`src/sv/msr_ram.sv`:
```
module msr_ram #(
   parameter int WIDTH = 8,
   parameter int DEPTH = 16
) (
   input  logic                     clock,
   input  logic                     en,
   input  logic                     we,
   input  logic [$clog2(DEPTH)-1:0] addr,
   input  logic [WIDTH-1:0]         wdata,
   output logic [WIDTH-1:0]         rdata
);

   logic [WIDTH-1:0] mem_ff [DEPTH];
   logic [WIDTH-1:0] rdata_ff;

   // Single port, registered read, new data on a write
   always_ff @(posedge clock) begin
      if (en) begin
         if (we) begin
            mem_ff[addr] <= wdata;
            rdata_ff     <= wdata;
         end else begin
            rdata_ff <= mem_ff[addr];
         end
      end
   end

   assign rdata = rdata_ff;

endmodule

```
`config.mk`:
```
export PLATFORM = sky130hd
export DESIGN_NAME = msr_ram
export DESIGN_NICKNAME = d
export VERILOG_FILES = /design/src/sv/msr_ram.sv
export SDC_FILE = /design/constraint.sdc
export NUM_CORES = 1
export LEC_CHECK = 0
export BUFFER_PORTS_ARGS = -buffer_cell sky130_fd_sc_hd__buf_2
export CORE_MARGIN = 2
export CORE_UTILIZATION = 55
export CTS_BUF_LIST = sky130_fd_sc_hd__clkbuf_2 sky130_fd_sc_hd__clkbuf_4 sky130_fd_sc_hd__clkbuf_8
export DETAILED_ROUTE_END_ITERATION = 6
export PLACE_DENSITY_LB_ADDON = 0.25
export SLEW_MARGIN = 20
export SYNTH_ARGS = -nofsm -noshare
export SYNTH_HDL_FRONTEND = slang
export SYNTH_SLANG_ARGS = --single-unit
```
`constraint.sdc`:
```
create_clock -name clock -period 2 [get_ports clock]
set_input_delay 0.1 -clock clock [delete_from_list [all_inputs] [get_ports clock]]
set_output_delay 0.1 -clock clock [all_outputs]
set_load 0.005 [all_outputs]
```
==> results of run 1 <==
==> layout make-up <==
cell class | instances | area share [%]
clock inverters | 15 | 2.291
clock buffers | 17 | 3.757
flip-flops and latches | 136 | 65.58
multi-input cells | 126 | 19.27
well taps | 133 | 2.672
repair buffers | 54 | 6.430
==> stage by stage <==
step,power (mW),cell area (sq um),utilization [%],worst slack (ns),std cells
2_1_floorplan,3.447,5371,-,0.09230,277
3_3_place_gp,3.589,5851,60.70,0.2272,449
3_5_place_dp,3.597,5851,60.70,0.1799,449
4_1_cts,5.700,6227,64.60,0.3469,481
5_1_grt,5.852,6227,64.60,0.2797,481
6_report,5.655,6227,64.60,0.3499,481
==> worst min-delay path by stage <==
stage                               to  slack (ns)  cells after the start
5_1_grt        mem_ff[15][3]$_DFFE_PP_        0.05                      1
2_1_floorplan   mem_ff[0][0]$_DFFE_PP_        0.20                      0
4_1_cts         mem_ff[1][1]$_DFFE_PP_        0.05                      1
6_report       mem_ff[15][3]$_DFFE_PP_        0.07                      1
3_3_place_gp                  rdata[5]        0.49                      1
3_5_place_dp                  rdata[5]        0.49                      1
==> worst max-delay path: stages (launching register included) <==
cell and delay, ns:
edfxtp_1 0.36, mux4_2 0.48, mux2i_1 0.16, nor2_1 0.05, o32a_1 0.35
==> Yosys cell counts (3+ instances only) <==
master / count / area share, %
buf_2: 7 / 0.65
edfxtp_1: 136 / 76
mux2_2: 6 / 1.3
mux2i_1: 27 / 5.0
mux4_2: 19 / 8.0
nand2_1: 8 / 0.56
nand3b_1: 3 / 0.42
nor2_1: 20 / 1.4
nor2b_1: 4 / 0.47
nor3_1: 5 / 0.47
o211ai_1: 4 / 0.56
o21ai_0: 8 / 0.75
o32a_1: 12 / 2.2
==> cells by family (layout without fill, tap and decap cells) <==
group	Yosys count	count (layout)	share of synthesized area [%]
mux	52	52	14.26
buf+inv	15	86	1.630
compound gates	26	26	3.774
simple gates	48	48	4.309
flops	136	136	76.03
==> sequential cells by signal, summed over array words and instances (netlist names) <==
name / count
mem_ff: 128
rdata: 8
==> routing by layer <==
layer  vias up  track usage [%]
li1       1259                -
met1      1444            29.70
met2        90            32.68
met3        10            5.763
met4         0            9.008
met5         -                0
==> report_power, final <==
| group | total (mW) | internal [mW] | switching [mW] |
|---|---|---|---|
| logic | 0.334 | 0.145 | 0.189 |
| registers | 3.20 | 3.18 | 0.0127 |
| clock network | 2.12 | 1.01 | 1.12 |
| total | 5.65 | 4.34 | 1.32 |
==> cell usage in the layout, fill, tap and decap left out, types with 5 or more instances in the layout <==
cell type     n
buf_2        22
buf_4        28
clkbuf_8     17
clkinvlp_4    6
edfxtp_1    136
inv_6         6
mux2_2        6
mux2i_1      27
mux4_2       19
nand2_1       8
nor2_1       20
nor3_1        5
o21ai_0       8
o32a_1       12
==> flow_metrics.py, run 1 <==
metrics = {
    "outcome": {
        "outcome": "finished, final reports clean",
    },
    "floorplan": {
        "ios": 23,
        "fp.dieH_um": 102.8,
        "start_util_pct": 55.72,
        "core_sq_um": 9639,
        "rows": 36,
        "dieArea_sq_um": 10570,
        "die-width_um": 102.8,
    },
    "detailed_routing": {
        "viasPerCell": 5.827,
        "drc": 0,
        "drt-met1-wl_um": 4625,
        "dr.max_layer_used": "met4",
        "drtIter0Drc": 211,
        "num_vias": 2803,
        "final_antenna_net_count": 0,
        "dr_wl_met3_um": 531,
        "routed_wl_um": 10390,
        "drt-pass1-iter-count": 4,
        "wl_per_cell_um": 21.60,
        "route.met2.wl_um": 5124,
    },
    "sta": {
        "rsz0062_at_grt": "no",
        "hold_viol": 0,
        "worst_hold_slack_ns": 0.07111,
        "maxSlewViolCount": 0,
        "setup_tns_ns": 0,
        "maxSlewHeadroom_pct": 68.91,
        "min_period_ns": 1.650,
        "finalCritPeriodShare_pct": 82.50,
        "timing.fmax_mhz": 606.0,
        "fin_skew_ns": 0.009345,
        "setup_violations": 0,
        "worstMarginPinSlew_ns": 0.4653,
    },
    "clock_tree": {
        "cts_tree": "built",
        "cts_made_buffers": 17,
        "postCtsResizedCells": 0,
        "clk_latency_ns": 0.43,
        "clock_path_buffers": 2,
        "cts_sinks": 136,
        "root_buffer": "clkbuf_8",
        "cts_setup_buffers": 0,
        "clk_pin_slew_worst_paths_ns": 0.08,
        "cts_hold_buf": 0,
        "h-tree-depth": 4,
    },
    "synth": {
        "synth-edff-count": 136,
        "async_flop_share_pct": 0,
        "synth_area_sq_um": 5371,
        "ys_types": 24,
        "syn_nets": 292,
        "yosysSeqAreaShare_pct": 76.03,
        "syn_inst": 277,
        "yosys_warnings": 0,
        "avgSynthCellArea_sq_um": 19.39,
        "ys_ff_latch": 136,
        "synth-main-ff-cell": "edfxtp_1",
    },
    "layout": {
        "syn_to_final_growth_pct": 15.93,
        "n_antenna_cell": 0,
        "fillers": 715,
        "drive_gt1_share_pct": 31.61,
        "regArea_sq_um": 4084,
        "nNetsFinal": 350,
        "multi_input_area_sq_um": 1200,
    },
    "pwr": {
        "ir_drop_mv": 0.5620,
        "power_leakage_nw": 2.091,
        "power_density_nw_per_um2": 908.1,
    },
    "critical_path": {
        "worstSetupStartpoint": "mem_ff[11][3]$_DFFE_PP_",
        "r2r_start": "mem_ff[11][3]$_DFFE_PP_",
        "critical_path_arrival_ns": 1.83,
        "path_class": "reg -> reg",
        "end_kind": "flip-flop",
        "regToRegEndpoint": "rdata[3]$_DFFE_PP_",
        "crit_fanout": 1,
        "ff2ff_setup_slack_ns": 0.35,
        "start_kind": "flip-flop",
        "r2r_cells": 4,
        "critPathRequiredTime_ns": 2.18,
        "endpoint": "rdata[3]$_DFFE_PP_",
    },
    "flow_run": {
        "cap_violations": 0,
    },
    "global_routing": {
        "antenna_found_initial": 0,
        "grt_pass1_vias": 2795,
        "grt_start_max_net_pins": 20,
        "grt_overflow_total": 0,
        "grt_use_total_pct": 21.41,
        "grt_pass1_wl_um": 15600,
    },
    "placed_design": {
        "dpl.hpwl_um": 6815,
        "gp_congestion": 0.8122,
        "io_buffers": 22,
    },
    "hold_path": {
        "min_path_type": "in -> reg",
        "hp-start": "wdata[3]",
    },
}
(Power assumes the default switching activity.)
==> run 2: changes to the inputs <==
ABC_AREA = 1   (was unset)
clock period = 1.5 ns   (was 2 ns; I/O delays follow)
==> run 2 against run 1 <==
Effect of this change:
- highest routed layer unchanged
- clock power rose by 19%
- critical path type unchanged
- sequential share of layout area fell by 2.1 points
- fmax rose by 33%
- synthesized cell count rose by 93%
- largest power group unchanged
- register-to-register slack got worse by 0.09 ns
- global-route usage rose by 2.9 points
- total power rose by 29%
- worst hold slack got worse by 0.022 ns
- first-iteration DRC count rose by 78%
- die area rose by 4.8%
==> flow_metrics.py, run 2 <==
metrics = {
    "synth": {
        "synth_top_area_share_pct": 72.44,
        "yosysSeqAreaShare_pct": 72.44,
        "syn_nets": 550,
        "ys_types": 11,
        "synth_area_sq_um": 5638,
        "synth-edff-count": 136,
        "synth-main-ff-cell": "edfxtp_1",
        "avgSynthCellArea_sq_um": 10.54,
        "yosys_warnings": 0,
        "ys_ff_latch": 136,
        "synth_most_common_cell": "nand2_1",
        "async_flop_share_pct": 0,
        "ys_top_cells_by_count": "nand2_1, edfxtp_1, nor2_1",
        "synthTopCellsByArea": "edfxtp_1, nand2_1, nor2_1",
        "syn_inst": 535,
        "synth_top_area_cell": "edfxtp_1",
    },
    "detailed_routing": {
        "wl_per_cell_um": 16.87,
        "drt-pass1-iter-count": 5,
        "final_antenna_net_count": 0,
        "routed_wl_um": 12470,
        "viasPerCell": 5.187,
        "num_vias": 3833,
        "drtIter0Drc": 375,
        "drc": 0,
    },
    "layout": {
        "syn_to_final_growth_pct": 14.11,
        "drive_gt1_share_pct": 14.85,
        "largest_register_ffs": 128,
        "regMostFlops": "mem_ff",
        "final_area_sq_um": 6434,
        "final-instance-count-excl-fill": 739,
        "n_antenna_cell": 0,
        "layout_commonest_cell": "nand2_1",
        "nNetsFinal": 608,
        "utilization_pct": 65.22,
        "layout_common_cells": "nand2_1, edfxtp_1, nor2_1",
    },
    "flow_run": {
        "cap_violations": 0,
    },
    "sta": {
        "worst_slack_ns": 0.2580,
        "maxSlewHeadroom_pct": 72.56,
        "rsz0062_at_grt": "no",
        "setup_tns_ns": 0,
        "worstMarginPinSlew_ns": 0.4116,
        "hold_viol": 0,
        "fin_skew_ns": 0.004662,
        "min_period_ns": 1.242,
        "worst_hold_slack_ns": 0.04940,
        "finalCritPeriodShare_pct": 82.80,
        "setup_violations": 0,
        "timing.fmax_mhz": 805.2,
        "maxSlewViolCount": 0,
    },
    "critical_path": {
        "crit_fanout": 1,
        "r2r_start": "mem_ff[3][2]$_DFFE_PP_",
        "regToRegEndpoint": "rdata[2]$_DFFE_PP_",
        "critPathMaxStageDelay_ns": 0.36,
        "cp_common_cell": "nand2_1",
        "path_class": "reg -> reg",
        "end_kind": "flip-flop",
        "r2r_cells": 8,
        "critPathRequiredTime_ns": 1.69,
        "start_kind": "flip-flop",
        "critical_path.top_delay_family": "simple AND/OR/NAND/NOR gates",
        "crit_path_top_delay_cell": "edfxtp_1",
        "path_cells": "nand2_1 > nand2_1 > nand2_1 > nand2_1 > nand2_1 > nand3_1 > nor2_1 > nor2_1",
        "critical_path_arrival_ns": 1.44,
        "path_buf_inv": 0,
        "ff2ff_setup_slack_ns": 0.26,
    },
    "global_routing": {
        "grt_start_max_net_pins": 37,
        "grt_use_total_pct": 24.32,
        "grt_overflow_total": 0,
        "grt_pass1_wl_um": 19890,
        "grt_pass1_vias": 3775,
        "antenna_found_initial": 0,
    },
    "pwr": {
        "power_leakage_nw": 2.699,
        "power_density_nw_per_um2": 1137,
        "finalPower_mw": 7.317,
        "ir_drop_mv": 0.7006,
    },
    "clock_tree": {
        "h-tree-depth": 4,
        "clock_path_buffers": 2,
        "clk_latency_ns": 0.43,
        "cts_made_buffers": 17,
        "cts_setup_buffers": 0,
        "cts_tree": "built",
        "postCtsResizedCells": 0,
        "cts_sinks": 136,
        "cts_hold_buf": 0,
        "root_buffer": "clkbuf_8",
        "clk_pin_slew_worst_paths_ns": 0.07,
    },
    "floorplan": {
        "start_util_pct": 57.15,
        "core_sq_um": 9864,
        "rows": 36,
        "ios": 23,
        "dieArea_sq_um": 11080,
        "die-width_um": 105.2,
        "fp.dieH_um": 105.2,
    },
    "hold_path": {
        "hold_end": "rdata[2]$_DFFE_PP_",
        "hp-start": "en",
        "min_path_type": "in -> reg",
        "min_path_cells": 2,
    },
    "placed_design": {
        "gp_congestion": 0.8823,
        "io_buffers": 22,
        "dpl_cell_area_sq_um": 6106,
        "dpl.hpwl_um": 8253,
        "pre_cts_slack_ns": 0.03071,
        "placed_cells": 707,
    },
    "outcome": {
        "outcome": "finished, final reports clean",
    },
}
## run 2: cell types whose count changed after synthesis, moves of 5 or more
cell	before	now
inv_1	0	7
mux2i_1	27	0
o32a_1	12	0
nand3_1	2	19
nor3_1	5	0
mux4_2	19	0
nor2_1	20	43
nand2_1	8	307
o21ai_0	8	0
mux2_2	6	0
## run 2: routing by layer
layer | vias to the layer above | share of wire (%) | track usage (%)
met5 | - | 0 | 0
met3 | 28 | 7.9 | 5.504
li1 | 1862 | - | -
met4 | 0 | 2.9 | 11.33
met1 | 1783 | 41 | 32.36
met2 | 160 | 48 | 38.34
## run 2: kinds of logic (layout without fill, tap and decap cells)
| logic type | count (synthesis) | in the layout | share of synthesized area [%] |
|---|---|---|---|
| AND/OR/NAND/NOR | 369 | 369 | 24.99 |
| flip-flops | 136 | 136 | 72.44 |
| buffers and inverters | 30 | 101 | 2.575 |
## run 2: where the power goes
part	switching (mW)	internal, mW	leakage (nW)
logic	0.365	0.164	1.29
clock network	1.32	1.21	0.172
registers	0.0176	4.25	1.23
## run 2: final cells by class
| class | instances | area, sq um |
|---|---|---|
| well taps | 133 | 166.4 |
| fillers | 761 | 3431 |
| clock inverters | 10 | 56.30 |
| flip-flops and latches | 136 | 4084 |
| multi-input cells | 369 | 1409 |
| inverters | 11 | 41.29 |
| clock buffers | 22 | 271.5 |
| repair buffers | 58 | 405.4 |
## run 2: worst max path at each step
| stage | from | endpoint | cells past startpoint |
|---|---|---|---|
| 2_1_floorplan | addr[1] | mem_ff[12][0]$_DFFE_PP_ | 5 |
| 3_3_place_gp | addr[0] | rdata[6]$_DFFE_PP_ | 11 |
| 3_5_place_dp | addr[0] | rdata[4]$_DFFE_PP_ | 11 |
| 4_1_cts | mem_ff[6][2]$_DFFE_PP_ | rdata[2]$_DFFE_PP_ | 8 |
| 5_1_grt | mem_ff[9][5]$_DFFE_PP_ | rdata[5]$_DFFE_PP_ | 8 |
| 6_report | mem_ff[3][2]$_DFFE_PP_ | rdata[2]$_DFFE_PP_ | 8 |
## run 2: worst register-to-register path, cell delays in order, from the launching register on
cell and delay, ns:
edfxtp_1 0.36, nand2_1 0.07, nand2_1 0.05, nand2_1 0.08, nand2_1 0.06, nand2_1 0.12, nand3_1 0.10, nor2_1 0.10
nor2_1 0.05
