`config.mk`:
```
export PLATFORM = sky130hd
export DESIGN_NAME = msr_ctl
export DESIGN_NICKNAME = d
export VERILOG_FILES = /design/src/sv/msr_pkg.sv /design/src/sv/msr_ctl.sv
export SDC_FILE = /design/constraint.sdc
export NUM_CORES = 1
export LEC_CHECK = 0
export BUFFER_PORTS_ARGS = -buffer_cell sky130_fd_sc_hd__buf_2
export CAP_MARGIN = 15
export CORE_UTILIZATION = 49
export CTS_BUF_LIST = sky130_fd_sc_hd__clkbuf_4
export CTS_CLUSTER_SIZE = 20
export DETAILED_ROUTE_END_ITERATION = 6
export PLACE_DENSITY = 0.69
export SYNTH_ARGS = -nofsm -noshare
export SYNTH_HDL_FRONTEND = slang
export SYNTH_SLANG_ARGS = --single-unit
```
`constraint.sdc`:
```
create_clock -name clock -period 12.3 [get_ports clock]
set_input_delay 0.615 -clock clock [delete_from_list [all_inputs] [get_ports clock]]
set_output_delay 0.615 -clock clock [all_outputs]
set_load 0.005 [all_outputs]
```
`src/sv/msr_pkg.sv`:
```
package msr_pkg;

   // Geometry of the block ring
   localparam int HEADER_BYTES    = 4;
   localparam int MAX_BLOCKS      = 16;
   localparam int MAX_BLOCK_BYTES = 256;
   localparam int STORE_DEPTH     = MAX_BLOCKS * MAX_BLOCK_BYTES;
   localparam int STORE_AW        = $clog2(STORE_DEPTH);
   localparam int FILL_DEPTH      = MAX_BLOCKS;

   // Field and state widths
   localparam int KIND_W  = 2;
   localparam int BLK_W   = 4;
   localparam int BYTE_W  = 8;
   localparam int OFF_W   = 9;
   localparam int CNT_W   = 5;
   localparam int BB_W    = 9;
   localparam int MSG_W   = 13;
   localparam int SER_W   = 8;
   localparam int SLICE_W = 4;
   localparam int SIZE_W  = 8;
   localparam int CSR_IDX_W = 1;
   localparam int CSR_DAT_W = 9;

   // Subtract steps that reduce a block-width value below any legal count
   localparam int MOD_STEPS = 2 ** (BLK_W - 1);

   // Register indexes
   localparam logic [CSR_IDX_W-1:0] REG_BLOCK_BYTES = CSR_IDX_W'(0);
   localparam logic [CSR_IDX_W-1:0] REG_BLOCK_COUNT = CSR_IDX_W'(1);

   typedef enum logic [KIND_W-1:0] {
      KIND_BYTE  = 2'd0,
      KIND_END   = 2'd1,
      KIND_ABORT = 2'd2,
      KIND_TAIL  = 2'd3
   } req_kind_type;

   typedef enum logic [KIND_W-1:0] {
      RES_STORED = 2'd0,
      RES_HEADER = 2'd1,
      RES_DONE   = 2'd2,
      RES_FAILED = 2'd3
   } rsp_kind_type;

   typedef enum logic [1:0] {
      ST_IDLE,
      ST_WALK,
      ST_DONE
   } state_type;

   typedef struct packed {
      logic                en;
      logic                we;
      logic [STORE_AW-1:0] addr;
      logic [BYTE_W-1:0]   wdata;
   } store_req_type;

   typedef struct packed {
      logic              en;
      logic              we;
      logic [BLK_W-1:0]  addr;
      logic [SIZE_W-1:0] wdata;
   } fill_req_type;

   // Reduce a small value modulo the block count (count is at least two)
   function automatic logic [CNT_W-1:0] mod_count(input logic [CNT_W-1:0] v,
                                                  input logic [CNT_W-1:0] n);
      logic [CNT_W-1:0] r;
      r = v;
      for (int i = 0; i < MOD_STEPS; i++) begin
         if (r >= n) begin
            r = r - n;
         end
      end
      return r;
   endfunction

   // Advance a block index around the ring
   function automatic logic [BLK_W-1:0] inc_ring(input logic [BLK_W-1:0] b,
                                                 input logic [CNT_W-1:0] n);
      logic [CNT_W-1:0] nx;
      nx = {1'b0, b} + CNT_W'(1);
      return (nx >= n) ? '0 : BLK_W'(nx);
   endfunction

   function automatic logic [CNT_W-1:0] clamp_count(input logic [CNT_W-1:0] v);
      logic [CNT_W-1:0] r;
      r = v;
      if (r < CNT_W'(2)) begin
         r = CNT_W'(2);
      end
      if (r > CNT_W'(MAX_BLOCKS)) begin
         r = CNT_W'(MAX_BLOCKS);
      end
      return r;
   endfunction

   function automatic logic [BB_W-1:0] clamp_bytes(input logic [BB_W-1:0] v);
      logic [BB_W-1:0] r;
      r = v;
      if (r < BB_W'(HEADER_BYTES + 1)) begin
         r = BB_W'(HEADER_BYTES + 1);
      end
      if (r > BB_W'(MAX_BLOCK_BYTES)) begin
         r = BB_W'(MAX_BLOCK_BYTES);
      end
      return r;
   endfunction

endpackage

```
`src/sv/msr_ctl.sv`:
```
module msr_ctl (
   input  logic                            clock,
   input  logic                            reset,
   input  logic                            req_valid,
   output logic                            req_stall,
   input  logic [msr_pkg::KIND_W-1:0]      req_kind,
   input  logic [msr_pkg::BYTE_W-1:0]      req_data_byte,
   input  logic [msr_pkg::BLK_W-1:0]       req_tail_index,
   input  logic                            csr_write_enable,
   input  logic [msr_pkg::CSR_IDX_W-1:0]   csr_index,
   input  logic [msr_pkg::CSR_DAT_W-1:0]   csr_write_data,
   output logic                            rsp_valid,
   input  logic                            rsp_stall,
   output logic [msr_pkg::KIND_W-1:0]      rsp_result_kind,
   output logic [msr_pkg::BLK_W-1:0]       rsp_block_index,
   output logic [msr_pkg::BYTE_W-1:0]      rsp_byte_offset,
   output logic [msr_pkg::SER_W-1:0]       rsp_msg_serial,
   output logic [msr_pkg::SLICE_W-1:0]     rsp_frag_index,
   output logic                            rsp_last,
   output msr_pkg::store_req_type          store_req,
   output msr_pkg::fill_req_type           fill_req
);
   import msr_pkg::*;

   localparam logic [OFF_W-1:0] HDR_OFF = OFF_W'(HEADER_BYTES);

   state_type          state_ff, state_in;
   logic [BLK_W-1:0]   head_ff, head_in;
   logic [BLK_W-1:0]   tail_ff, tail_in;
   logic [BLK_W-1:0]   start_ff, start_in;
   logic [OFF_W-1:0]   off_ff, off_in;
   logic [MSG_W-1:0]   count_ff, count_in;
   logic [MSG_W-1:0]   cap_ff, cap_in;
   logic [SER_W-1:0]   serial_ff, serial_in;
   logic               in_msg_ff, in_msg_in;
   logic               failed_ff, failed_in;
   logic [BB_W-1:0]    bb_ff, bb_in;
   logic [CNT_W-1:0]   cnt_ff, cnt_in;
   logic [1:0]         prep_ff, prep_in;

   // Capacity pipeline (payload, recomputed every cycle)
   logic [BLK_W-1:0]   hmod_ff, hmod_in;
   logic [BLK_W-1:0]   tmod_ff, tmod_in;
   logic [MSG_W-1:0]   cap_prep_ff, cap_prep_in;

   logic [BLK_W-1:0]   walk_blk_ff, walk_blk_in;
   logic [SLICE_W-1:0] walk_slice_ff, walk_slice_in;

   logic               out_valid_ff, out_valid_in;
   rsp_kind_type       out_kind_ff, out_kind_in;
   logic [BLK_W-1:0]   out_blk_ff, out_blk_in;
   logic [BYTE_W-1:0]  out_off_ff, out_off_in;
   logic [SER_W-1:0]   out_serial_ff, out_serial_in;
   logic [SLICE_W-1:0] out_slice_ff, out_slice_in;
   logic               out_last_ff, out_last_in;

   logic               slot_free;
   logic               prep_ready;
   logic               req_accept;
   req_kind_type       kind;
   logic [SIZE_W-1:0]  payload;
   logic               opening;
   logic [BLK_W-1:0]   cur_head;
   logic [BLK_W-1:0]   cur_start;
   logic [OFF_W-1:0]   cur_off;
   logic [MSG_W-1:0]   cur_count;
   logic [MSG_W-1:0]   cur_cap;
   logic               cur_failed;
   logic [MSG_W-1:0]   base;
   logic [CNT_W-1:0]   sser_raw;
   logic [SLICE_W-1:0] sser;
   logic [OFF_W-1:0]   off_next;
   logic [BLK_W-1:0]   end_head;
   logic [CNT_W-1:0]   free_raw;
   logic [BLK_W-1:0]   free_blk;
   logic [BLK_W-1:0]   walk_next;

   // Handshake
   assign slot_free  = !out_valid_ff || !rsp_stall;
   assign prep_ready = (prep_ff == 2'd2);
   assign req_stall  = (state_ff != ST_IDLE) || !slot_free || (!in_msg_ff && !prep_ready);
   assign req_accept = req_valid && !req_stall;
   assign kind       = req_kind_type'(req_kind);
   assign payload    = SIZE_W'(bb_ff - BB_W'(HEADER_BYTES));

   // Message start values when no message is open
   assign opening    = !in_msg_ff;
   assign cur_head   = opening ? hmod_ff : head_ff;
   assign cur_start  = opening ? hmod_ff : start_ff;
   assign cur_off    = opening ? HDR_OFF : off_ff;
   assign cur_count  = opening ? '0 : count_ff;
   assign cur_cap    = opening ? cap_prep_ff : cap_ff;
   assign cur_failed = opening ? 1'b0 : failed_ff;

   // Store address and slice of the byte
   assign base     = {{BB_W{1'b0}}, cur_head} * {{BLK_W{1'b0}}, bb_ff};
   assign sser_raw = {1'b0, cur_head} + cnt_ff - {1'b0, cur_start};
   assign sser     = SLICE_W'((sser_raw >= cnt_ff) ? sser_raw - cnt_ff : sser_raw);
   assign off_next = cur_off + OFF_W'(1);
   assign end_head = (cur_off > HDR_OFF) ? inc_ring(cur_head, cnt_ff) : cur_head;
   assign walk_next = inc_ring(walk_blk_ff, cnt_ff);

   // Capacity pipeline: reduce head and tail, then free blocks times payload
   assign free_raw = cnt_ff + {1'b0, hmod_ff} - {1'b0, tmod_ff} - CNT_W'(1);
   assign free_blk = BLK_W'((free_raw >= cnt_ff) ? free_raw - cnt_ff : free_raw);

   always_comb begin
      hmod_in     = BLK_W'(mod_count({1'b0, head_ff}, cnt_ff));
      tmod_in     = BLK_W'(mod_count({1'b0, tail_ff}, cnt_ff));
      cap_prep_in = {{(MSG_W-BLK_W){1'b0}}, free_blk} * {{(MSG_W-SIZE_W){1'b0}}, payload};
      if (req_accept || csr_write_enable || state_ff != ST_IDLE) begin
         prep_in = 2'd0;
      end else if (prep_ready) begin
         prep_in = prep_ff;
      end else begin
         prep_in = prep_ff + 2'd1;
      end
   end

   // Next state, message bookkeeping and result loading
   always_comb begin
      state_in      = state_ff;
      head_in       = head_ff;
      tail_in       = tail_ff;
      start_in      = start_ff;
      off_in        = off_ff;
      count_in      = count_ff;
      cap_in        = cap_ff;
      serial_in     = serial_ff;
      in_msg_in     = in_msg_ff;
      failed_in     = failed_ff;
      bb_in         = bb_ff;
      cnt_in        = cnt_ff;
      walk_blk_in   = walk_blk_ff;
      walk_slice_in = walk_slice_ff;
      out_valid_in  = out_valid_ff && rsp_stall;
      out_kind_in   = out_kind_ff;
      out_blk_in    = out_blk_ff;
      out_off_in    = out_off_ff;
      out_serial_in = out_serial_ff;
      out_slice_in  = out_slice_ff;
      out_last_in   = out_last_ff;
      store_req       = '0;
      store_req.addr  = STORE_AW'(base + {{(MSG_W-OFF_W){1'b0}}, cur_off});
      store_req.wdata = req_data_byte;
      fill_req        = '0;
      fill_req.addr   = cur_head;
      fill_req.wdata  = SIZE_W'(cur_off - OFF_W'(HEADER_BYTES - 1));

      // Take register writes outside a message only
      if (csr_write_enable && !in_msg_ff) begin
         case (csr_index)
            REG_BLOCK_BYTES: bb_in  = clamp_bytes(csr_write_data);
            REG_BLOCK_COUNT: cnt_in = clamp_count(csr_write_data[CNT_W-1:0]);
            default: ;
         endcase
      end

      case (state_ff)
         ST_IDLE: begin
            if (req_accept) begin
               if (kind == KIND_TAIL) begin
                  tail_in = req_tail_index;
               end else begin
                  // Open the message if needed
                  head_in   = cur_head;
                  start_in  = cur_start;
                  off_in    = cur_off;
                  count_in  = cur_count;
                  cap_in    = cur_cap;
                  failed_in = cur_failed;
                  in_msg_in = 1'b1;
                  out_serial_in = serial_ff;
                  out_off_in    = '0;
                  out_last_in   = 1'b1;
                  if (kind == KIND_BYTE) begin
                     if (cur_failed) begin
                        // drop silently
                     end else if ((cur_count + MSG_W'(1)) > cur_cap) begin
                        failed_in = 1'b1;
                        head_in   = cur_start;
                     end else begin
                        store_req.en   = 1'b1;
                        store_req.we   = 1'b1;
                        fill_req.en    = 1'b1;
                        fill_req.we    = 1'b1;
                        out_valid_in   = 1'b1;
                        out_kind_in    = RES_STORED;
                        out_blk_in     = cur_head;
                        out_off_in     = BYTE_W'(cur_off);
                        out_slice_in   = sser;
                        count_in       = cur_count + MSG_W'(1);
                        if (off_next >= bb_ff) begin
                           off_in  = HDR_OFF;
                           head_in = inc_ring(cur_head, cnt_ff);
                        end else begin
                           off_in = off_next;
                        end
                     end
                  end else if (kind == KIND_ABORT || cur_failed) begin
                     out_valid_in = 1'b1;
                     out_kind_in  = RES_FAILED;
                     out_blk_in   = cur_start;
                     out_slice_in = '0;
                     head_in      = cur_start;
                     in_msg_in    = 1'b0;
                     failed_in    = 1'b0;
                     off_in       = HDR_OFF;
                  end else begin
                     // Commit a partly filled block, then walk the headers
                     head_in = end_head;
                     if (end_head == cur_start) begin
                        out_valid_in = 1'b1;
                        out_kind_in  = RES_DONE;
                        out_blk_in   = end_head;
                        out_slice_in = '0;
                        serial_in    = serial_ff + SER_W'(1);
                        in_msg_in    = 1'b0;
                        off_in       = HDR_OFF;
                     end else begin
                        walk_blk_in   = cur_start;
                        walk_slice_in = '0;
                        state_in      = ST_WALK;
                     end
                  end
               end
            end
         end
         ST_WALK: begin
            if (slot_free) begin
               fill_req.en   = 1'b1;
               fill_req.addr = walk_blk_ff;
               out_valid_in  = 1'b1;
               out_kind_in   = RES_HEADER;
               out_blk_in    = walk_blk_ff;
               out_off_in    = '0;
               out_serial_in = serial_ff;
               out_slice_in  = walk_slice_ff;
               out_last_in   = 1'b0;
               walk_blk_in   = walk_next;
               walk_slice_in = walk_slice_ff + SLICE_W'(1);
               if (walk_next == head_ff) begin
                  state_in = ST_DONE;
               end
            end
         end
         ST_DONE: begin
            if (slot_free) begin
               out_valid_in  = 1'b1;
               out_kind_in   = RES_DONE;
               out_blk_in    = head_ff;
               out_off_in    = '0;
               out_serial_in = serial_ff;
               out_slice_in  = walk_slice_ff;
               out_last_in   = 1'b1;
               serial_in     = serial_ff + SER_W'(1);
               in_msg_in     = 1'b0;
               off_in        = HDR_OFF;
               state_in      = ST_IDLE;
            end
         end
         default: state_in = ST_IDLE;
      endcase
   end

   // Control state
   always_ff @(posedge clock) begin
      if (reset) begin
         state_ff     <= ST_IDLE;
         head_ff      <= '0;
         tail_ff      <= '0;
         start_ff     <= '0;
         off_ff       <= HDR_OFF;
         count_ff     <= '0;
         cap_ff       <= '0;
         serial_ff    <= '0;
         in_msg_ff    <= 1'b0;
         failed_ff    <= 1'b0;
         bb_ff        <= BB_W'(MAX_BLOCK_BYTES);
         cnt_ff       <= CNT_W'(MAX_BLOCKS);
         prep_ff      <= 2'd0;
         out_valid_ff <= 1'b0;
      end else begin
         state_ff     <= state_in;
         head_ff      <= head_in;
         tail_ff      <= tail_in;
         start_ff     <= start_in;
         off_ff       <= off_in;
         count_ff     <= count_in;
         cap_ff       <= cap_in;
         serial_ff    <= serial_in;
         in_msg_ff    <= in_msg_in;
         failed_ff    <= failed_in;
         bb_ff        <= bb_in;
         cnt_ff       <= cnt_in;
         prep_ff      <= prep_in;
         out_valid_ff <= out_valid_in;
      end
   end

   // Payload
   always_ff @(posedge clock) begin
      hmod_ff       <= hmod_in;
      tmod_ff       <= tmod_in;
      cap_prep_ff   <= cap_prep_in;
      walk_blk_ff   <= walk_blk_in;
      walk_slice_ff <= walk_slice_in;
      out_kind_ff   <= out_kind_in;
      out_blk_ff    <= out_blk_in;
      out_off_ff    <= out_off_in;
      out_serial_ff <= out_serial_in;
      out_slice_ff  <= out_slice_in;
      out_last_ff   <= out_last_in;
   end

   assign rsp_valid       = out_valid_ff;
   assign rsp_result_kind = out_kind_ff;
   assign rsp_block_index = out_blk_ff;
   assign rsp_byte_offset = out_off_ff;
   assign rsp_msg_serial  = out_serial_ff;
   assign rsp_frag_index  = out_slice_ff;
   assign rsp_last        = out_last_ff;

   // Header walk only runs inside an open message
   a_walk_in_msg: assert property (@(posedge clock) disable iff (reset)
      (state_ff != ST_IDLE) |-> in_msg_ff)
      else $error("header walk outside a message");

   // Head stays inside the ring while a message is open
   a_head_range: assert property (@(posedge clock) disable iff (reset)
      in_msg_ff |-> ({1'b0, head_ff} < cnt_ff && {1'b0, start_ff} < cnt_ff))
      else $error("head beyond block count");

   // Write offset stays between header area and block end
   a_off_range: assert property (@(posedge clock) disable iff (reset)
      in_msg_ff |-> (off_ff >= HDR_OFF && off_ff < bb_ff))
      else $error("offset outside payload area");

endmodule

```
==> summary.md, run 1 <==
| Metric | Value |
|---|---|
| CP max FO | 11 |
| Synthesized cell area | 14,400 µm² |
| Fin Clk Skew | 32.1 ps |
| CP most frequent cell | ha_1 |
| IO Port Bufs | 77 |
| Syn-to-layout area delta | 7.97% |
| Core area | 28,800 µm² |
| Drt via density | 5.79 |
| Die Span Y | 173 µm |
| Crit end category | flop |
| R2R depth | 52 |
| CTS buffer count | 17 |
| Total negative slack | 0 ps |
| Crit path largest cell delay | 630 ps |
| F_max | 86.6 MHz |
| Number of flops mapped to enable cells by yosys | 35 |
| Die X | 173 µm |
| Worst-Margin Slew | 1080 ps |
| Normalized max-slew margin | 27.5% |
| Synth warn | 0 |
| Tmin final | 11,540 ps |
| Die area | 30,000 µm² |
| Synth cell types | 83 |
| Largest net degree at the start of global routing | 68 |
| Worst hold path class | input port to flop |
| Final WL | 37.4 mm |
| Cell area after layout | 15,500 µm² |
| Vias | 12,665 |
| DRC Markers | 0 |
| Commonest non-fill, non-tap cell in the layout | ha_1 |
| Clk sinks | 131 |
| Crit start category | flop |
| WP data arrival | 12,010 ps |
| GR Overflow Total | 0 |
| First-pass GRT wire length | 61.8 mm |
| Share of layout cells above drive strength 1 | 11.5% |
| Slowest cell on crit path | or4b_2 |
| Vias in the first global route | 12,428 |
| Clock buffer depth | 2 |
| Pre-CTS WS | 261 ps |
| Crit path kind | flop to flop |
| Asr flop ratio synth | 0% |
| Syn Inst Count | 1,733 |
| Fin nets | 2,064 |
| Setup violators final | 0 |
| Max_cap viols | 0 |
| CP required | 12,770 ps |
| Most common flop cell mapped by yosys | dfxtp_1 |
| Slew Limit Fails | 0 |
| H-tree levels | 4 |
| DR iter-0 viols | 902 |
| CTS tree | yes |
| Post-synth net total | 2,008 |
| Pre-antenna DRT Iters | 6 |
| Gr usage total | 25.2% |
| Hold Crit Depth | 3 |
| Post-DP HPWL | 28.9 mm |
| Setup ws final | 759 ps |
| Initial Util | 49.9% |
| #FFs+latches synth | 131 |
| Period utilisation layout | 93.8% |
| GP Congestion | 0.894 |
| Reg clk slew, reported paths | 120 ps |
| Dpl cell area | 15,100 µm² |
| Initial antenna violation count | 3 |
| Status | finished, final reports clean |
| WL per Instance | 17.1 µm |
| Boundary Pins | 94 |
| Hold Fails Final Rpt | 0 |
| Most frequent cells in the layout | ha_1 (186), nand2_1 (167), inv_1 (158) |
| Clock Tree Root | clkbuf_4 |
| Syn Area/Cell | 8.29 µm² |
| Worst skew pair latency | 550 ps |
| Row cnt | 62 |
| ANT nets after route | 0 |
| Seq/Total Area, Yosys | 20.7% |
## Yosys cell counts (36+ instances only)
library cell | n | area share, %
clkbuf_1 | 50 | 1.3
dfxtp_1 | 96 | 13
ha_1 | 186 | 16
a21oi_1 | 144 | 5.0
xnor2_1 | 79 | 4.8
fa_1 | 60 | 8.4
mux2i_1 | 36 | 2.5
nand2_1 | 167 | 4.4
o21ai_0 | 63 | 2.2
nor2_1 | 148 | 3.9
inv_1 | 158 | 4.1
a21o_1 | 59 | 3.1
## cell families after synthesis
group / share of synthesized area [%]
adder cells (fa/ha/maj): 24.6
flip-flops: 20.7
AO/OA/AOI/OAI: 21.6
buffers and inverters: 6.46
multiplexers: 4.17
AND/OR/NAND/NOR: 15.8
XOR/XNOR: 6.71
## sequential cells by signal, summed over array words and instances (netlist names), 4 cells and up
register / cells
cap_ff: 13
serial_ff: 8
cnt_ff: 5
count_ff: 13
rsp_frag_index: 4
hmod_ff: 4
tail_ff: 4
walk_blk_ff: 4
start_ff: 4
rsp_msg_serial: 8
rsp_byte_offset: 8
tmod_ff: 4
off_ff: 9
cap_prep_ff: 12
bb_ff: 9
walk_slice_ff: 4
rsp_block_index: 4
head_ff: 4
## metrics by stage
step / hold WS [ps] / cells / utilization [%]
2_1_floorplan: 417 / 1733 / -
3_3_place_gp: 441 / 2153 / 52.6
3_5_place_dp: 442 / 2153 / 52.6
4_1_cts: 280 / 2183 / 53.5
5_1_grt: 283 / 2187 / 53.9
6_report: 344 / 2187 / 53.9
## worst paths after layout
kind / end / slack [ps] / startpoint
worst max-delay path: tmod_ff[3] / 760 / cnt_ff[1]
worst min-delay path: tail_ff[1] / 340 / req_tail_index[1]
worst max register to register: tmod_ff[3] / 760 / cnt_ff[1]
worst min register to register: rsp_msg_serial[7] / 460 / serial_ff[7]
## per-layer routing
| metal | routed length (µm) | vias to the layer above | GRT usage, % |
|---|---|---|---|
| met5 | 0 | - | 0 |
| met4 | 872 | 0 | 8.41 |
| met3 | 1490 | 70 | 3.23 |
| met2 | 18800 | 318 | 44.8 |
| met1 | 16200 | 6056 | 31.3 |
| li1 | - | 6221 | - |
## critical path, delay by kind of cell, from the launching register on
family | cells | cell delay [ps]
adder cells (fa/ha/maj) | 9 | 2810
AND/OR/NAND/NOR | 11 | 2400
flip-flops | 1 | 340
AO/OA/AOI/OAI | 24 | 4350
buffers and inverters | 3 | 320
multiplexers | 4 | 1120
XOR/XNOR | 1 | 130
## what timing repair did
item | CTS | global route
buffers inserted | 0 | 1
endpoints found under the hold margin | 0 | 0
hold buffers | 0 | 0
endpoints found under the setup margin | 0 | 8
gates resized for setup | 0 | 28
## cell type report
| class | instances | area (µm²) |
|---|---|---|
| flip-flops and latches | 131 | 2980 |
| fillers | 2701 | 13300 |
| well taps | 384 | 480 |
| clock buffers | 22 | 165 |
| inverters | 164 | 616 |
| clock inverters | 8 | 90.1 |
| multi-input cells | 1369 | 10600 |
| diodes | 3 | 7.51 |
| repair buffers | 106 | 603 |
Power of run 1 is not shown: default switching activity piles up to over one toggle a cycle in this logic, so the estimate is an artifact.
==> run 2: changes to the inputs <==
- ABC_AREA: not set -> 1
==> summary.md, run 2 <==
| Metric | Value |
|---|---|
| Crit path kind | flop to flop |
| Commonest non-fill, non-tap cell in the layout | nand2_1 |
| Row cnt | 63 |
| Max_cap viols | 0 |
| Worst skew pair latency | 610 ps |
| Reg2reg start | cnt_ff[3] |
| Setup crit start | cnt_ff[3] |
| Final WL | 38.9 mm |
| CP required | 12,870 ps |
| Die area | 30,900 µm² |
| Worst hold path class | input port to flop |
| XOR/XNOR share of the synthesized area | 5.45% |
| Initial Util | 49.9% |
| Crit end category | flop |
| Wire length on met2 | 18.1 mm |
| Fin nets | 2,444 |
| Pre-antenna DRT Iters | 6 |
| Share of the synthesized area in the top cell type | 15.7% |
| Compound-cell area share of the yosys netlist | 12.9% |
| Post-synth net total | 2,381 |
| Multiplexer area fraction after synthesis | 0% |
| Gr usage total | 25.6% |
| Die Span Y | 176 µm |
| GR Overflow Total | 0 |
| CP max FO | 21 |
| Period utilisation layout | 91.0% |
| Most frequent cells in the layout | nand2_1 (491), inv_1 (302), ha_1 (185) |
| Setup crit end | tmod_ff[1] |
| RR Endpoint | tmod_ff[1] |
| WP data arrival | 11,770 ps |
| Top-count cell post-synth | nand2_1 |
| Seq/Total Area, Yosys | 20.1% |
| Setup violators final | 0 |
| Slew Limit Fails | 0 |
| Syn Inst Count | 2,106 |
| Vias in the first global route | 13,505 |
| CP most frequent cell | nand2_1 |
| Synth area leader | ha_1 |
| Number of flops mapped to enable cells by yosys | 35 |
| Largest regs | cap_ff (13), count_ff (13), cap_prep_ff (12) |
| WL per Instance | 15.1 µm |
| Largest family of logic cells by synthesized area | simple AND/OR/NAND/NOR gates |
| Worst-Margin Slew | 1110 ps |
| Post-Synth Simple-Gate Area | 27.8% |
| Met3 WL | 2.36 mm |
| Core area | 29,600 µm² |
| Boundary Pins | 94 |
| Clk sinks | 131 |
| Post-DP HPWL | 29.6 mm |
| F_max | 89.3 MHz |
| #FFs+latches synth | 131 |
| CTS buffer count | 17 |
| Total negative slack | 0 ps |
| Synth warn | 0 |
| Fin Clk Skew | 22.0 ps |
| R2R depth | 75 |
| First-pass GRT wire length | 64.1 mm |
| Share of layout cells above drive strength 1 | 10.2% |
| Tmin final | 11,200 ps |
| Synth cell types | 56 |
| Largest cells by area after synthesis | ha_1 (16%), dfxtp_1 (13%), nand2_1 (13%) |
| Top sig layer | met5 |
| Syn Area/Cell | 7.03 µm² |
| Hold Fails Final Rpt | 0 |
| Die X | 176 µm |
| Crit start category | flop |
| Largest net degree at the start of global routing | 72 |
| DRC Markers | 0 |
| Drt via density | 5.45 |
| ANT nets after route | 0 |
| Initial antenna violation count | 7 |
| DR iter-0 viols | 908 |
| GP Congestion | 0.900 |
| Clock Tree Root | clkbuf_4 |
| Synthesized cell area | 14,800 µm² |
| Slowest cell on crit path | dfxtp_1 |
| Vias | 14,045 |
| Normalized max-slew margin | 25.9% |
| Synth cell count leaders | nand2_1 (494), inv_1 (305), ha_1 (186) |
| Crit path largest cell delay | 390 ps |
| Post-Route M1 WL | 17.7 mm |
| IO Port Bufs | 77 |
| H-tree levels | 4 |
| CTS tree | yes |
| Syn-to-layout area delta | 7.76% |
| R2R setup slack | 1100 ps |
| Most common flop cell mapped by yosys | dfxtp_1 |
| Synth Area in Adders | 23.8% |
| Asr flop ratio synth | 0% |
| Clock buffer depth | 2 |
| Reg clk slew, reported paths | 140 ps |
| Status | finished, final reports clean |
| Post-Layout Cell Count | 2,577 |
| Placed Cells incl. Taps | 2,532 |
==> run 2: cell count changes in the layout (fill, tap and decap cells not counted), moves of 18 or more <==
cell	delta
o21ai_0	+56
nand2b_1	-25
nand3_1	+123
nor2_1	-23
nand4_1	+33
inv_1	+144
a21o_1	-54
xnor2_1	-42
mux2_2	-20
nand2_1	+324
o21a_1	-18
mux2i_1	-35
xor2_1	+24
a211oi_1	-18
==> run 2: worst max-delay path, delay by kind of cell, from the launching register on <==
| kind | cells | cell delay [ps] |
|---|---|---|
| simple gates | 39 | 4900 |
| compound gates | 12 | 1730 |
| fa+ha+maj | 8 | 2630 |
| buf+inv | 16 | 1480 |
| flops | 1 | 390 |
==> run 2: stage by stage <==
step	instance area, µm²	worst slack (ps)	hold WS (ps)	utilization, %
after floorplan	14800	951	425	-
after global placement	15500	406	434	52.2
after global routing	15900	-57.4	277	53.8
after detailed placement	15500	287	440	52.2
final	15900	1100	274	53.8
after CTS	15800	221	231	53.2
==> run 2: kinds of logic after synthesis <==
family                   count (synthesis)
buffers and inverters                  367
XOR/XNOR                                92
AO/OA/AOI/OAI                          347
flip-flops                             131
AND/OR/NAND/NOR                        923
adder cells (fa/ha/maj)                246
==> run 2: layout make-up <==
| cell class | count | area, µm² |
|---|---|---|
| well taps | 390 | 488 |
| multi-input cells | 1609 | 10500 |
| clock inverters | 15 | 171 |
| diodes | 5 | 12.5 |
| repair buffers | 94 | 528 |
| clock buffers | 17 | 128 |
| inverters | 316 | 1190 |
| flip-flops and latches | 131 | 2970 |
| fillers | 2931 | 13700 |
==> run 2: what timing repair did <==
item,4_1_cts,5_1_grt
setup endpoints to repair,0,8
gates resized for setup,0,34
hold buffers,0,0
buffers inserted,0,7
==> run 2: worst min path at each step <==
stage	start	to	slack, ps	depth (start not counted)
4_1_cts	csr_write_data[8]	bb_ff[8]	230	3
3_5_place_dp	cap_ff[5]	cap_ff[5]	440	2
6_report	csr_write_data[8]	bb_ff[8]	270	3
5_1_grt	csr_write_data[8]	bb_ff[8]	280	3
2_1_floorplan	cap_ff[0]	cap_ff[0]	420	2
3_3_place_gp	cap_ff[3]	cap_ff[3]	430	2
==> run 2: layer usage <==
metal | GRT usage, % | vias up
met5 | 0 | -
met4 | 7.83 | 4
met3 | 4.65 | 55
met2 | 43.0 | 432
met1 | 33.1 | 6502
li1 | - | 7052
Power of run 2 is left out for the same reason.
